--- src/hw/rtl/rvalu_pkg.sv ---
`timescale 1ns / 1ps
`default_nettype none

package rvalu_pkg;

    localparam int XLEN     = 32;
    localparam int IDXW     = 5;
    localparam int IMMW     = 12;
    localparam int CMDW     = 5;
    localparam int QDEPTH   = 2;
    localparam int S_DATAW  = 32;
    localparam int M_DATAW  = 40;

    // Operation codes as they arrive on the input stream.
    localparam logic [CMDW-1:0] CMD_ADDI  = 5'd0;
    localparam logic [CMDW-1:0] CMD_SLTI  = 5'd1;
    localparam logic [CMDW-1:0] CMD_SLTIU = 5'd2;
    localparam logic [CMDW-1:0] CMD_XORI  = 5'd3;
    localparam logic [CMDW-1:0] CMD_ORI   = 5'd4;
    localparam logic [CMDW-1:0] CMD_ANDI  = 5'd5;
    localparam logic [CMDW-1:0] CMD_SLLI  = 5'd6;
    localparam logic [CMDW-1:0] CMD_SRLI  = 5'd7;
    localparam logic [CMDW-1:0] CMD_SRAI  = 5'd8;
    localparam logic [CMDW-1:0] CMD_ADD   = 5'd9;
    localparam logic [CMDW-1:0] CMD_SUB   = 5'd10;
    localparam logic [CMDW-1:0] CMD_SLL   = 5'd11;
    localparam logic [CMDW-1:0] CMD_SLT   = 5'd12;
    localparam logic [CMDW-1:0] CMD_SLTU  = 5'd13;
    localparam logic [CMDW-1:0] CMD_XOR   = 5'd14;
    localparam logic [CMDW-1:0] CMD_SRL   = 5'd15;
    localparam logic [CMDW-1:0] CMD_SRA   = 5'd16;
    localparam logic [CMDW-1:0] CMD_OR    = 5'd17;
    localparam logic [CMDW-1:0] CMD_AND   = 5'd18;

    typedef enum logic [3:0] {
        ALU_ADD,
        ALU_SUB,
        ALU_SLT,
        ALU_SLTU,
        ALU_XOR,
        ALU_OR,
        ALU_AND,
        ALU_SLL,
        ALU_SRL,
        ALU_SRA,
        ALU_NONE
    } t_alu;

    typedef struct packed {
        t_alu                   alu;
        logic                   use_imm;
        logic                   wr_en;
        logic                   rs1_zero;
        logic                   rs2_zero;
        logic [IDXW-1:0]        rd;
        logic [IDXW-1:0]        rs1;
        logic [IDXW-1:0]        rs2;
        logic signed [IMMW-1:0] imm;
    } t_op;

endpackage

`default_nettype wire

--- src/hw/rtl/rvalu_front.sv ---
`timescale 1ns / 1ps
`default_nettype none

module rvalu_front #(
    parameter int REG_COUNT = 32
) (
    input  wire logic                             i_clk,
    input  wire logic                             i_rst_n,
    input  wire logic                             i_valid,
    output logic                                  o_ready,
    input  wire logic [rvalu_pkg::CMDW-1:0]       i_command,
    input  wire logic [rvalu_pkg::IDXW-1:0]       i_dest_index,
    input  wire logic [rvalu_pkg::IDXW-1:0]       i_first_source_index,
    input  wire logic [rvalu_pkg::IDXW-1:0]       i_second_source_index,
    input  wire logic signed [rvalu_pkg::IMMW-1:0] i_immediate_value,
    output logic                                  o_valid,
    input  wire logic                             i_ready,
    output rvalu_pkg::t_op                        o_op
);

    localparam logic [rvalu_pkg::IDXW:0] REG_LIMIT = (rvalu_pkg::IDXW + 1)'(REG_COUNT);

    logic           r_valid;
    rvalu_pkg::t_op r_op;
    rvalu_pkg::t_op n_op;

    // A register number beyond the file reads as zero, like x0.
    function automatic logic idx_absent(input logic [rvalu_pkg::IDXW-1:0] idx);
        idx_absent = (idx == '0) || ({1'b0, idx} >= REG_LIMIT);
    endfunction

    always_comb begin
        n_op          = '0;
        n_op.rd       = i_dest_index;
        n_op.rs1      = i_first_source_index;
        n_op.rs2      = i_second_source_index;
        n_op.imm      = i_immediate_value;
        n_op.rs1_zero = idx_absent(i_first_source_index);
        n_op.rs2_zero = idx_absent(i_second_source_index);
        n_op.use_imm  = 1'b0;
        n_op.alu      = rvalu_pkg::ALU_NONE;
        unique case (i_command)
            rvalu_pkg::CMD_ADDI:  begin n_op.alu = rvalu_pkg::ALU_ADD;  n_op.use_imm = 1'b1; end
            rvalu_pkg::CMD_SLTI:  begin n_op.alu = rvalu_pkg::ALU_SLT;  n_op.use_imm = 1'b1; end
            rvalu_pkg::CMD_SLTIU: begin n_op.alu = rvalu_pkg::ALU_SLTU; n_op.use_imm = 1'b1; end
            rvalu_pkg::CMD_XORI:  begin n_op.alu = rvalu_pkg::ALU_XOR;  n_op.use_imm = 1'b1; end
            rvalu_pkg::CMD_ORI:   begin n_op.alu = rvalu_pkg::ALU_OR;   n_op.use_imm = 1'b1; end
            rvalu_pkg::CMD_ANDI:  begin n_op.alu = rvalu_pkg::ALU_AND;  n_op.use_imm = 1'b1; end
            rvalu_pkg::CMD_SLLI:  begin n_op.alu = rvalu_pkg::ALU_SLL;  n_op.use_imm = 1'b1; end
            rvalu_pkg::CMD_SRLI:  begin n_op.alu = rvalu_pkg::ALU_SRL;  n_op.use_imm = 1'b1; end
            rvalu_pkg::CMD_SRAI:  begin n_op.alu = rvalu_pkg::ALU_SRA;  n_op.use_imm = 1'b1; end
            rvalu_pkg::CMD_ADD:   n_op.alu = rvalu_pkg::ALU_ADD;
            rvalu_pkg::CMD_SUB:   n_op.alu = rvalu_pkg::ALU_SUB;
            rvalu_pkg::CMD_SLL:   n_op.alu = rvalu_pkg::ALU_SLL;
            rvalu_pkg::CMD_SLT:   n_op.alu = rvalu_pkg::ALU_SLT;
            rvalu_pkg::CMD_SLTU:  n_op.alu = rvalu_pkg::ALU_SLTU;
            rvalu_pkg::CMD_XOR:   n_op.alu = rvalu_pkg::ALU_XOR;
            rvalu_pkg::CMD_SRL:   n_op.alu = rvalu_pkg::ALU_SRL;
            rvalu_pkg::CMD_SRA:   n_op.alu = rvalu_pkg::ALU_SRA;
            rvalu_pkg::CMD_OR:    n_op.alu = rvalu_pkg::ALU_OR;
            rvalu_pkg::CMD_AND:   n_op.alu = rvalu_pkg::ALU_AND;
            default:              n_op.alu = rvalu_pkg::ALU_NONE;
        endcase
        // Unknown commands and writes to x0 or beyond the file leave the file alone.
        n_op.wr_en = (n_op.alu != rvalu_pkg::ALU_NONE) && !idx_absent(i_dest_index);
    end

    assign o_ready = !r_valid || i_ready;
    assign o_valid = r_valid;
    assign o_op    = r_op;

    always_ff @(posedge i_clk) begin
        if (!i_rst_n) begin
            r_valid <= 1'b0;
        end else if (o_ready) begin
            r_valid <= i_valid;
        end
        if (o_ready && i_valid) begin
            r_op <= n_op;
        end
    end

endmodule

`default_nettype wire

--- src/hw/rtl/rvalu_queue.sv ---
`timescale 1ns / 1ps
`default_nettype none

module rvalu_queue (
    input  wire logic           i_clk,
    input  wire logic           i_rst_n,
    input  wire logic           i_valid,
    output logic                o_ready,
    input  wire rvalu_pkg::t_op i_op,
    output logic                o_valid,
    input  wire logic           i_ready,
    output rvalu_pkg::t_op      o_op
);

    localparam int PTRW = $clog2(rvalu_pkg::QDEPTH);
    localparam int CNTW = $clog2(rvalu_pkg::QDEPTH + 1);
    localparam logic [CNTW-1:0] FULL = CNTW'(rvalu_pkg::QDEPTH);
    localparam logic [PTRW-1:0] LAST = PTRW'(rvalu_pkg::QDEPTH - 1);

    rvalu_pkg::t_op  r_mem [rvalu_pkg::QDEPTH];
    logic [PTRW-1:0] r_wr_ptr;
    logic [PTRW-1:0] r_rd_ptr;
    logic [CNTW-1:0] r_count;
    logic            push;
    logic            pop;

    assign o_ready = (r_count != FULL);
    assign o_valid = (r_count != '0);
    assign o_op    = r_mem[r_rd_ptr];
    assign push    = i_valid && o_ready;
    assign pop     = o_valid && i_ready;

    always_ff @(posedge i_clk) begin
        if (!i_rst_n) begin
            r_wr_ptr <= '0;
            r_rd_ptr <= '0;
            r_count  <= '0;
        end else begin
            if (push) begin
                r_wr_ptr <= (r_wr_ptr == LAST) ? '0 : r_wr_ptr + 1'b1;
            end
            if (pop) begin
                r_rd_ptr <= (r_rd_ptr == LAST) ? '0 : r_rd_ptr + 1'b1;
            end
            if (push && !pop) begin
                r_count <= r_count + 1'b1;
            end else if (pop && !push) begin
                r_count <= r_count - 1'b1;
            end
        end
        if (push) begin
            r_mem[r_wr_ptr] <= i_op;
        end
    end

endmodule

`default_nettype wire

--- src/hw/rtl/rvalu_back.sv ---
`timescale 1ns / 1ps
`default_nettype none

module rvalu_back #(
    parameter int REG_COUNT = 32
) (
    input  wire logic                        i_clk,
    input  wire logic                        i_rst_n,
    input  wire logic                        i_valid,
    output logic                             o_ready,
    input  wire rvalu_pkg::t_op              i_op,
    output logic                             o_valid,
    input  wire logic                        i_ready,
    output logic [rvalu_pkg::IDXW-1:0]       o_written_index,
    output logic [rvalu_pkg::XLEN-1:0]       o_written_value
);

    localparam int AW = $clog2(REG_COUNT);
    localparam int SHW = $clog2(rvalu_pkg::XLEN);

    logic [rvalu_pkg::XLEN-1:0] r_rf [REG_COUNT];
    logic [REG_COUNT-1:0]       r_rf_vld;

    // Execute stage.
    logic                       r_e_valid;
    rvalu_pkg::t_op             r_e_op;
    logic [rvalu_pkg::XLEN-1:0] r_a_mem;
    logic [rvalu_pkg::XLEN-1:0] r_b_mem;
    logic                       r_a_vld;
    logic                       r_b_vld;
    logic                       r_fa;
    logic                       r_fb;
    logic [rvalu_pkg::XLEN-1:0] r_fwd_val;

    // Output register.
    logic                       r_out_valid;
    logic [rvalu_pkg::IDXW-1:0] r_out_idx;
    logic [rvalu_pkg::XLEN-1:0] r_out_val;

    logic                       e_fire;
    logic                       adv;
    logic [rvalu_pkg::XLEN-1:0] op_a;
    logic [rvalu_pkg::XLEN-1:0] op_b;
    logic [rvalu_pkg::XLEN-1:0] rs2_val;
    logic [SHW-1:0]             shamt;
    logic [rvalu_pkg::XLEN-1:0] n_alu;
    logic [rvalu_pkg::XLEN-1:0] n_res;
    logic [AW-1:0]              ra;
    logic [AW-1:0]              rb;
    logic [AW-1:0]              wa;

    assign e_fire  = r_e_valid && (!r_out_valid || i_ready);
    assign adv     = !r_e_valid || e_fire;
    assign o_ready = adv;

    assign ra = i_op.rs1[AW-1:0];
    assign rb = i_op.rs2[AW-1:0];
    assign wa = r_e_op.rd[AW-1:0];

    // The register read is taken on the edge where the item ahead writes, so a
    // source that matches that write takes the forwarded result instead.
    always_comb begin
        if (r_e_op.rs1_zero) begin
            op_a = '0;
        end else if (r_fa) begin
            op_a = r_fwd_val;
        end else begin
            op_a = r_a_vld ? r_a_mem : '0;
        end
        if (r_e_op.rs2_zero) begin
            rs2_val = '0;
        end else if (r_fb) begin
            rs2_val = r_fwd_val;
        end else begin
            rs2_val = r_b_vld ? r_b_mem : '0;
        end
        op_b  = r_e_op.use_imm ? rvalu_pkg::XLEN'(r_e_op.imm) : rs2_val;
        shamt = op_b[SHW-1:0];
    end

    always_comb begin
        unique case (r_e_op.alu)
            rvalu_pkg::ALU_ADD:  n_alu = op_a + op_b;
            rvalu_pkg::ALU_SUB:  n_alu = op_a - op_b;
            rvalu_pkg::ALU_SLT:  n_alu = rvalu_pkg::XLEN'($signed(op_a) < $signed(op_b));
            rvalu_pkg::ALU_SLTU: n_alu = rvalu_pkg::XLEN'(op_a < op_b);
            rvalu_pkg::ALU_XOR:  n_alu = op_a ^ op_b;
            rvalu_pkg::ALU_OR:   n_alu = op_a | op_b;
            rvalu_pkg::ALU_AND:  n_alu = op_a & op_b;
            rvalu_pkg::ALU_SLL:  n_alu = op_a << shamt;
            rvalu_pkg::ALU_SRL:  n_alu = op_a >> shamt;
            rvalu_pkg::ALU_SRA:  n_alu = rvalu_pkg::XLEN'($signed(op_a) >>> shamt);
            default:             n_alu = '0;
        endcase
        n_res = r_e_op.wr_en ? n_alu : '0;
    end

    // Register file storage: written by the execute stage, read at two addresses.
    always_ff @(posedge i_clk) begin
        if (e_fire && r_e_op.wr_en) begin
            r_rf[wa] <= n_res;
        end
        if (adv) begin
            r_a_mem <= r_rf[ra];
            r_b_mem <= r_rf[rb];
        end
    end

    // Entries that were never written since reset read as zero.
    always_ff @(posedge i_clk) begin
        if (!i_rst_n) begin
            r_rf_vld <= '0;
        end else if (e_fire && r_e_op.wr_en) begin
            r_rf_vld[wa] <= 1'b1;
        end
    end

    always_ff @(posedge i_clk) begin
        if (!i_rst_n) begin
            r_e_valid   <= 1'b0;
            r_out_valid <= 1'b0;
            r_fa        <= 1'b0;
            r_fb        <= 1'b0;
        end else begin
            if (adv) begin
                r_e_valid <= i_valid;
                r_fa      <= e_fire && r_e_op.wr_en && (r_e_op.rd == i_op.rs1);
                r_fb      <= e_fire && r_e_op.wr_en && (r_e_op.rd == i_op.rs2);
            end
            if (e_fire) begin
                r_out_valid <= 1'b1;
            end else if (i_ready) begin
                r_out_valid <= 1'b0;
            end
        end
        if (adv) begin
            r_e_op    <= i_op;
            r_a_vld   <= r_rf_vld[ra];
            r_b_vld   <= r_rf_vld[rb];
            r_fwd_val <= n_res;
        end
        if (e_fire) begin
            r_out_idx <= r_e_op.rd;
            r_out_val <= n_res;
        end
    end

    assign o_valid         = r_out_valid;
    assign o_written_index = r_out_idx;
    assign o_written_value = r_out_val;

endmodule

`default_nettype wire

--- src/hw/rtl/rv32i_integer_alu_execute_top.sv ---
// RV32I integer ALU execute block with a private register file.
//
// Input stream (s_axis): one decoded ALU instruction per item. tdata holds
// command, destination, first and second source numbers and the 12-bit
// immediate. Output stream (m_axis): one item per instruction with the
// register number written and the value written (zero for x0, for a
// destination beyond the file and for an unknown command).
//
// Throughput is one item per clock while m_axis is not stalled. From input
// acceptance to o_m_axis_tvalid an item passes the decode register, which
// takes it on the accepting edge, the queue, the execute stage (loaded
// together with the registered register file read port) and the ALU, which
// writes the file and the output register on the same edge. A result written by
// one item is forwarded to the next item's operands.
//
// Reset clears all control state and marks every register as zero. A stall
// on m_axis holds the output register; the stages behind it keep filling, the
// two-entry queue absorbs the front, and o_s_axis_tready drops only when the
// whole path is full.
`timescale 1ns / 1ps
`default_nettype none

module rv32i_integer_alu_execute_top #(
    parameter int REG_COUNT = 32
) (
    input  wire logic        i_clk,
    input  wire logic        i_rst_n,
    input  wire logic        i_s_axis_tvalid,
    output logic             o_s_axis_tready,
    // [4:0] command, [9:5] dest_index, [14:10] first_source_index,
    // [19:15] second_source_index, [31:20] immediate_value
    input  wire logic [31:0] i_s_axis_tdata,
    output logic             o_m_axis_tvalid,
    input  wire logic        i_m_axis_tready,
    // [4:0] written_index, [36:5] written_value, [39:37] zero
    output logic [39:0]      o_m_axis_tdata
);

    logic                          fq_valid;
    logic                          fq_ready;
    rvalu_pkg::t_op                fq_op;
    logic                          qb_valid;
    logic                          qb_ready;
    rvalu_pkg::t_op                qb_op;
    logic [rvalu_pkg::IDXW-1:0]    written_index;
    logic [rvalu_pkg::XLEN-1:0]    written_value;

    rvalu_front #(
        .REG_COUNT(REG_COUNT)
    ) u_front (
        .i_clk                 (i_clk),
        .i_rst_n               (i_rst_n),
        .i_valid               (i_s_axis_tvalid),
        .o_ready               (o_s_axis_tready),
        .i_command             (i_s_axis_tdata[4:0]),
        .i_dest_index          (i_s_axis_tdata[9:5]),
        .i_first_source_index  (i_s_axis_tdata[14:10]),
        .i_second_source_index (i_s_axis_tdata[19:15]),
        .i_immediate_value     ($signed(i_s_axis_tdata[31:20])),
        .o_valid               (fq_valid),
        .i_ready               (fq_ready),
        .o_op                  (fq_op)
    );

    rvalu_queue u_queue (
        .i_clk   (i_clk),
        .i_rst_n (i_rst_n),
        .i_valid (fq_valid),
        .o_ready (fq_ready),
        .i_op    (fq_op),
        .o_valid (qb_valid),
        .i_ready (qb_ready),
        .o_op    (qb_op)
    );

    rvalu_back #(
        .REG_COUNT(REG_COUNT)
    ) u_back (
        .i_clk           (i_clk),
        .i_rst_n         (i_rst_n),
        .i_valid         (qb_valid),
        .o_ready         (qb_ready),
        .i_op            (qb_op),
        .o_valid         (o_m_axis_tvalid),
        .i_ready         (i_m_axis_tready),
        .o_written_index (written_index),
        .o_written_value (written_value)
    );

    assign o_m_axis_tdata = {3'b000, written_value, written_index};

endmodule

`default_nettype wire

--- config.mk ---
export PLATFORM = sky130hd
export DESIGN_NAME = rv32i_integer_alu_execute_top
export DESIGN_NICKNAME = d
export VERILOG_FILES = /design/src/hw/rtl/rvalu_pkg.sv /design/src/hw/rtl/rvalu_front.sv /design/src/hw/rtl/rvalu_queue.sv /design/src/hw/rtl/rvalu_back.sv /design/src/hw/rtl/rv32i_integer_alu_execute_top.sv
export SDC_FILE = /design/constraint.sdc
export NUM_CORES = 2
export LEC_CHECK = 0
export BUFFER_PORTS_ARGS = -buffer_cell sky130_fd_sc_hd__buf_2
export CAP_MARGIN = 20
export CORE_MARGIN = 2
export CORE_UTILIZATION = 45
export CTS_CLUSTER_SIZE = 12
export DETAILED_ROUTE_END_ITERATION = 16
export GPL_TIMING_DRIVEN = 0
export PLACE_DENSITY = 0.63
export SLEW_MARGIN = 10
export SYNTH_ARGS = -nofsm -noshare
export SYNTH_HDL_FRONTEND = slang
export SYNTH_SLANG_ARGS = --single-unit
--- constraint.sdc ---
create_clock -name i_clk -period 12.15 [get_ports i_clk]
set_input_delay 0.6075 -clock i_clk [delete_from_list [all_inputs] [get_ports i_clk]]
set_output_delay 0.6075 -clock i_clk [all_outputs]
set_load 0.1 [all_outputs]
* Word-level counts from Yosys, hierarchy flattened
Memories as Yosys holds them, arrays and structs flattened. A register that Yosys moved wholly into a read port is not among the register bits.
Cells that the tools add are included.
** Word-level totals
- Output and inout port bits :: 42
- Register bits after elaboration :: 172
- Logic and storage cells :: 149
- RAM bits :: 1094
- Input port bits :: 36
- Memories kept :: 2
** Memory list
- u_back.r_rf :: words 32, width 32, read ports 2, clocked after memory_dff 2, wr ports 1, RTL line rvalu_back.sv:21 : logic [rvalu_pkg::XLEN-1:0] r_rf [REG_COUNT];
- u_queue.r_mem :: words 2, width 35, read ports 1, clocked after memory_dff 1, wr ports 1, RTL line rvalu_queue.sv:20 : rvalu_pkg::t_op r_mem [rvalu_pkg::QDEPTH];
** Cells by class
- Shift operators :: 3
- Mux-type cells :: 29
- Reductions and logical operators :: 38
- Order comparisons :: 6
- Add/sub/neg operators :: 6
- Bitwise operators :: 4
- Equal/unequal tests :: 31
** Operators with widths (number)
- $pmux 32 s10 :: 1
- $mux 32 :: 8
- $lt 32x32->1 :: 2
- $or 32x32->32 :: 2
- $eq 5x4->1 const B :: 8
- $pmux 4 s10 :: 1
- $add 32x32->32 :: 1
- $and 32x32->32 :: 1
- $shl 32x5->32 :: 1
- $shr 32x5->32 :: 1
- $sshr 32x5->32 :: 1
- $sub 32x32->32 :: 1
- $xor 32x32->32 :: 1
- $eq 5x3->1 const B :: 4
- $logic_not 5->1 :: 4
- $lt 5x6->1 const B :: 3
- $reduce_or 2->1 :: 9
- $eq 4x3->1 const B :: 4
- $eq 5x5->1 const B :: 3
- $mux 1 :: 14
- $logic_and 1x1->1 :: 11
- $bmux 1 s5 :: 2
- $eq 5x2->1 const B :: 2
- $eq 5x5->1 :: 2
- 17 further kinds :: 30

* Depth between registers and ports, before layout
- Depth in word-level cells :: 8
- Gate-level depth with buffers :: 20
- Gate-level depth less buffers :: 16

* Hierarchy
Synthesis repeated with hierarchy kept, for this count alone.
** Second synthesis, totals
- Cell total of the unflattened synthesis :: 4013
- Area total of the unflattened synthesis :: 67604.8 sq um
** Modules (own cells, without submodules)
- rvalu_back :: seq. area each 36274.8 sq um, area each 63472.1 sq um, cells each 3802, times used 1
- rvalu_queue :: seq. area each 2202.1 sq um, area each 2766.4 sq um, cells each 133, times used 1
- rvalu_front :: seq. area each 1071.0 sq um, area each 1340.0 sq um, cells each 74, times used 1
- rv32i_integer_alu_execute_top :: seq. area each 0.0 sq um, area each 26.3 sq um, cells each 4, times used 1

* Least setup slack after synthesis
No wires, ideal clock.
- Kind :: register to register
- From :: register u_back.r_fb
- To :: register u_back.r_out_val, in the netlist u_back.o_written_value[30], data pin
- Slack :: 6798 ps
- Setup time :: 409 ps
- Data required time :: 11741 ps
- Period minus slack after synthesis :: 5352 ps
- Cell stages (with the launch flop) :: 21
- Path buffers :: 5
- Arrival :: 4943 ps
- Cells stage by stage :: dfxtp_1 buf_6 nand3b_1 a221oi_2 buf_2 buf_4 buf_4 buf_2 ha_1 inv_1 fa_1 nor3_1 o31ai_2 nand2_1 a311oi_1 a211oi_1 a221oi_2 nor4_1 mux2i_1 nand2_1 a31oi_1
** Between the ends
- Cells in the longest elaborated chain, start to end :: 6
- Elaborated cells on any way between the ends :: 13
- Classes of those cells :: 2 x add/sub; 3 x shift; 5 x mux; 3 x bitwise
** Ends and longest elaborated chain
- start, declared :: RTL line rvalu_back.sv:32 : logic r_fb;
- start signal, assigned :: RTL line rvalu_back.sv:128 : r_fb <= e_fire && r_e_op.wr_en && (r_e_op.rd == i_op.rs2);
- $mux 32 (*) :: RTL line rvalu_back.sv:72 : end else if (r_fb) begin
- $mux 32 (*) :: RTL line rvalu_back.sv:70 : if (r_e_op.rs2_zero) begin
- $mux 32 (*) :: RTL line rvalu_back.sv:77 : op_b = r_e_op.use_imm ? rvalu_pkg::XLEN'(r_e_op.imm) : rs2_val;
- $sub 32x32->32, or another cell as far along :: RTL line rvalu_back.sv:84 : rvalu_pkg::ALU_SUB: n_alu = op_a - op_b;
- $pmux 32 s10 (*) :: RTL line rvalu_back.sv:82 : unique case (r_e_op.alu)
- $mux 32 (*) :: RTL line rvalu_back.sv:95 : n_res = r_e_op.wr_en ? n_alu : '0;
- via u_back.n_res, one bit :: RTL line rvalu_back.sv:47 : logic [rvalu_pkg::XLEN-1:0] n_res;
- end signal, assigned :: RTL line rvalu_back.sv:144 : r_out_val <= n_res;
- end, declared :: RTL line rvalu_back.sv:38 : logic [rvalu_pkg::XLEN-1:0] r_out_val;
Mark *: on every way through the listed nets, which the timed path passes. The rest lies on a longest branch.
A chain may end at the register's enable or synchronous reset.

* Final worst setup path
- From :: register u_back.r_e_op[30] (netlist name)
- To :: memory u_back.r_rf[7][0] (netlist name), data pin
** Between the ends
- Cells in the longest elaborated chain, start to end :: 4
- Elaborated cells on any way between the ends :: 13
- Classes of those cells :: 2 x add/sub; 2 x order compare; 3 x shift; 3 x mux; 3 x bitwise
** Ends and longest elaborated chain
- start, declared :: RTL line rvalu_back.sv:26 : rvalu_pkg::t_op r_e_op;
- start signal, assigned :: RTL line rvalu_back.sv:137 : r_e_op <= i_op;
- $mux 32 (*) :: RTL line rvalu_back.sv:77
- $sub 32x32->32, or another cell as far along :: RTL line rvalu_back.sv:84
- $pmux 32 s10 (*) :: RTL line rvalu_back.sv:82
- $mux 32 (*) :: RTL line rvalu_back.sv:95
- via u_back.n_res, one bit :: RTL line rvalu_back.sv:47
- end, declared :: RTL line rvalu_back.sv:21
Marked as above.

==> results.md <==
* Result of the run: finished, final reports clean
* Post-synthesis async set-or-reset flop share at 0
* Signed area change from the synthesized netlist to the final layout at 14.9%
* Die Footprint at 154000 sq um
* Worst path arrival time at about 7.7 ns
* Detailed placer's ending HPWL at 194 mm
* Number of enable-type register cells in the synthesized netlist at 1289
* Endpoint kind of the worst setup timing path: flop
* Crit-path leading delay family: compound AO/OA/AOI/OAI gates
* Post-DR vias/cell at 6.60
* Synthesized area per cell at 13.8 sq um
* IR Drop Worst-Case VDD at 187 uV
* Clock tree root driver cell: sky130_fd_sc_hd__clkbuf_16
* Via count of the first global-routing pass at 46.9k
* Register area at 39500 sq um
* Leading post-synthesis cells by cell area: sky130_fd_sc_hd__edfxtp_1 (57%), sky130_fd_sc_hd__mux4_2 (17%), sky130_fd_sc_hd__nand2_1 (4.5%)
* Count of nets left with antenna violations after detail routing at 0
* Library cell occupying the most area in the post-synthesis netlist: sky130_fd_sc_hd__edfxtp_1
* Standard cell with the maximum stage delay on the critical path: sky130_fd_sc_hd__o21ai_0
* Total number of yosys warnings at 0
* Number of buffers created by CTS at 139
* Clock tree from TritonCTS: done
* Worst hold path type: primary input to flop
* Tightest hold margin at 0.0350 ns
* Worst path most repeated cell: sky130_fd_sc_hd__clkbuf_1
* Latest clock arrival within the worst-skew pair at ~0.80 ns
* Final net count at 5413
* Library cell with the highest instance count after synthesis: sky130_fd_sc_hd__edfxtp_1
* First DRT Iteration DRCs at 7622
* Fraction of the yosys area taken by sequential cells at 0.581
* Pin count of the biggest net entering global routing at 91
* Unrepaired setup endpoints after global routing: false
* Number of buffers added for setup after CTS at 0
* Crit path buffers/inverters at 7
* Initial antenna violation count at 15
* Required time at the worst-slack endpoint at 12.67 ns
* Register bit count reported by yosys at 1331
* Drc violations at 0
* Ratio of cells with drive above 1 in the final layout at 0.209
* Share of the cycle needed by the critical path after routing at 0.591
* Worst setup SP type: flop
* Worst Tran Pin Value at 1.33 ns
* Area taken by multi-input logic gates at roughly 27000 sq um
* Setup violators final at 0
* Filler instances at 12.4k
* Per-cell routed wire length at 35.4 microns
* Startpoint of the most critical hold path: i_s_axis_tdata[18]
* CTS H-tree lvls at 4
* Peak fanout along the critical path at 19
* Mapped Cells at 4929
* Minimum clock period at 7.18 ns
* Power Dens Cells at 223 nW/um^2
* Worst rel slew slack at 0.112
* Row count at 142
* Worst reg2reg startpoint: u_back.r_e_op[30]
* Worst path cell trace: buf_2 -> or2_2 -> clkbuf_1 -> a21o_1 -> buf_2 -> clkbuf_1 -> clkbuf_1 -> ha_1 -> o21a_1 -> o31a_1 -> o21ai_1 -> o21ai_1 -> a21oi_1 -> o21ai_0 -> a21o_1 -> a21oi_1 -> o21ai_0 -> a31oi_4 -> buf_12 -> buf_16
* Share of Yosys cell area claimed by the top area cell type at 0.568
* # Max-Cap Violations at 0
* Total leakage power at 26.2 nW
* Maximum buffer depth of the clock tree at 3
* Detailed-route wire length at around 260 mm
* Post-synthesis instance area at 68100 sq um
* Starting density of the core at 0.454
* CP startpoint: u_back.r_e_op[30]
* Count of port buffers added during placement at 73
* Router iterations before antenna repair at 6
* Weighted congestion reported at the end of routability-driven placement at ~1.1
* I/O pin total at 78
* Die Span Y at 393 microns
* Max frequency at 0.139 GHz
* Total global routing overflow at 0
* Final clock skew at 0.0370 ns
* Core ar. at 150000 sq um
* CP Class: flop to flop
* Post-Route Setup TNS at 0 ns
* CP max stage delay at 0.94 ns
* Primary FF master, synth: sky130_fd_sc_hd__edfxtp_1
* Overall via count from detail_route at roughly 49k
* Clock input transition at the sequential cells of the worst setup and hold paths at ~0.060 ns
* Hold Fails Final Rpt at 0
* Clock net sink count at 1331
* Die extent in x at just under 400 microns
* Final count of pins violating max slew at 0
* Global router's overall resource usage at 0.339
* Ranking of synthesized cells by instance count: sky130_fd_sc_hd__edfxtp_1 (1289), sky130_fd_sc_hd__nand2_1 (825), sky130_fd_sc_hd__mux4_2 (528)
* First-pass GRT wire length at 361 mm
* Number of distinct library cells after synthesis at 94
-- per-stage QoR --
| stage | utilization | power, mW | setup slack (ns) | std cells | area, sq um |
|---|---|---|---|---|---|
| after CTS | 0.520 | 17.2 | 5.18 | 7372 | 78100 |
| final | 0.521 | 17.4 | 4.97 | 7396 | 78300 |
| after detailed placement | 0.491 | 13.2 | 5.22 | 7111 | 73700 |
| after floorplan | - | 10.0 | 6.80 | 4931 | 68100 |
| after global placement | 0.473 | 12.9 | 2.33 | 7020 | 71000 |
| after global routing | 0.521 | 17.9 | 4.86 | 7385 | 78200 |
-- logic make-up (layout without fill, tap and decap cells) --
family          Yosys count  in the layout  share of synthesized area
mux                     653            653                      0.194
xor+xnor                 39             39                    0.00501
other cells               1             14                  0.0000551
flops                  1331           1331                      0.581
compound gates          741            741                     0.0705
simple gates           1591           1591                      0.102
fa+ha+maj               102            102                     0.0190
buf+inv                 471            909                     0.0289
-- per-layer routing --
metal | wire length, microns | up-vias | global-route usage
met5 | 95 | - | 0
met4 | 16700 | 10 | 0.186
met3 | 31200 | 604 | 0.0894
met2 | 114000 | 3378 | 0.498
met1 | 99600 | 24896 | 0.460
li1 | - | 19955 | -
-- power by group --
| group | switching, mW | leakage [nW] | internal (mW) |
|---|---|---|---|
| sequential | 0.141 | 12.5 | 5.61 |
| combinational | 5.35 | 11.7 | 2.33 |
| clock | 1.77 | 2.00 | 2.23 |
-- flip-flops by register name (all words and copies together) (netlist names), 2 cells and up, named ones only --
name and count:
u_queue.r_count 2, u_back.r_a_mem 32, u_back.r_rf_vld 32, u_back.r_fwd_val 32
u_back.wa 5, u_back.r_e_op 20, u_back.r_b_mem 32, u_back.o_written_value 32
u_front.o_op 35, u_queue.r_mem 70, u_back.r_rf 1024, u_back.o_written_index 5
-- layout make-up --
class,count,share of cell area
Antenna cell,11,0.000352
Buffer,376,0.0207
Clock buffer,193,0.0481
Clock inverter,42,0.00489
Inverter,95,0.00465
Multi-Input combinational cell,3129,0.348
Sequential cell,1331,0.505
Tap cell,2016,0.0322
Timing Repair Buffer,203,0.0353
-- timing repair --
item,4_1_cts,5_1_grt
hold endpoints to repair,26,0
resized for setup,0,0
endpoints found under the setup margin,0,0
hold buffers,26,0
-- final timing paths --
| kind | to | slack, ns | cells past startpoint |
|---|---|---|---|
| max reg2reg | u_back.r_rf[7][0] | 4.97 | 20 |
| min | u_front.o_op[15] | 0.03 | 1 |
| max | u_back.r_rf[7][0] | 4.97 | 20 |
| min reg2reg | u_queue.r_mem[1][16] | 0.45 | 0 |
-- cell usage in the layout (no fill, tap or decap), drive strengths merged, types with 20 or more instances in the layout --
cell         netlist  layout
nand3            356     356
a21oi            154     154
clkinv             3      31
edfxtp          1289    1289
xnor2             24      24
a211oi            38      38
o21ai            220     220
nand3b            44      44
nor2             221     221
clkbuf           205     399
nor3              39      39
a22oi             34      34
dfxtp             42      42
mux2i             84      84
dlygate4sd3        0      26
inv               92     102
nand2            826     826
buf              171     347
a31oi             46      46
a21o              21      21
o21a              45      45
mux4             528     528
ha               100     100
mux2              41      41
nor2b             20      20
a221oi            38      38
Note: power is estimated with default switching activity, not from simulation.
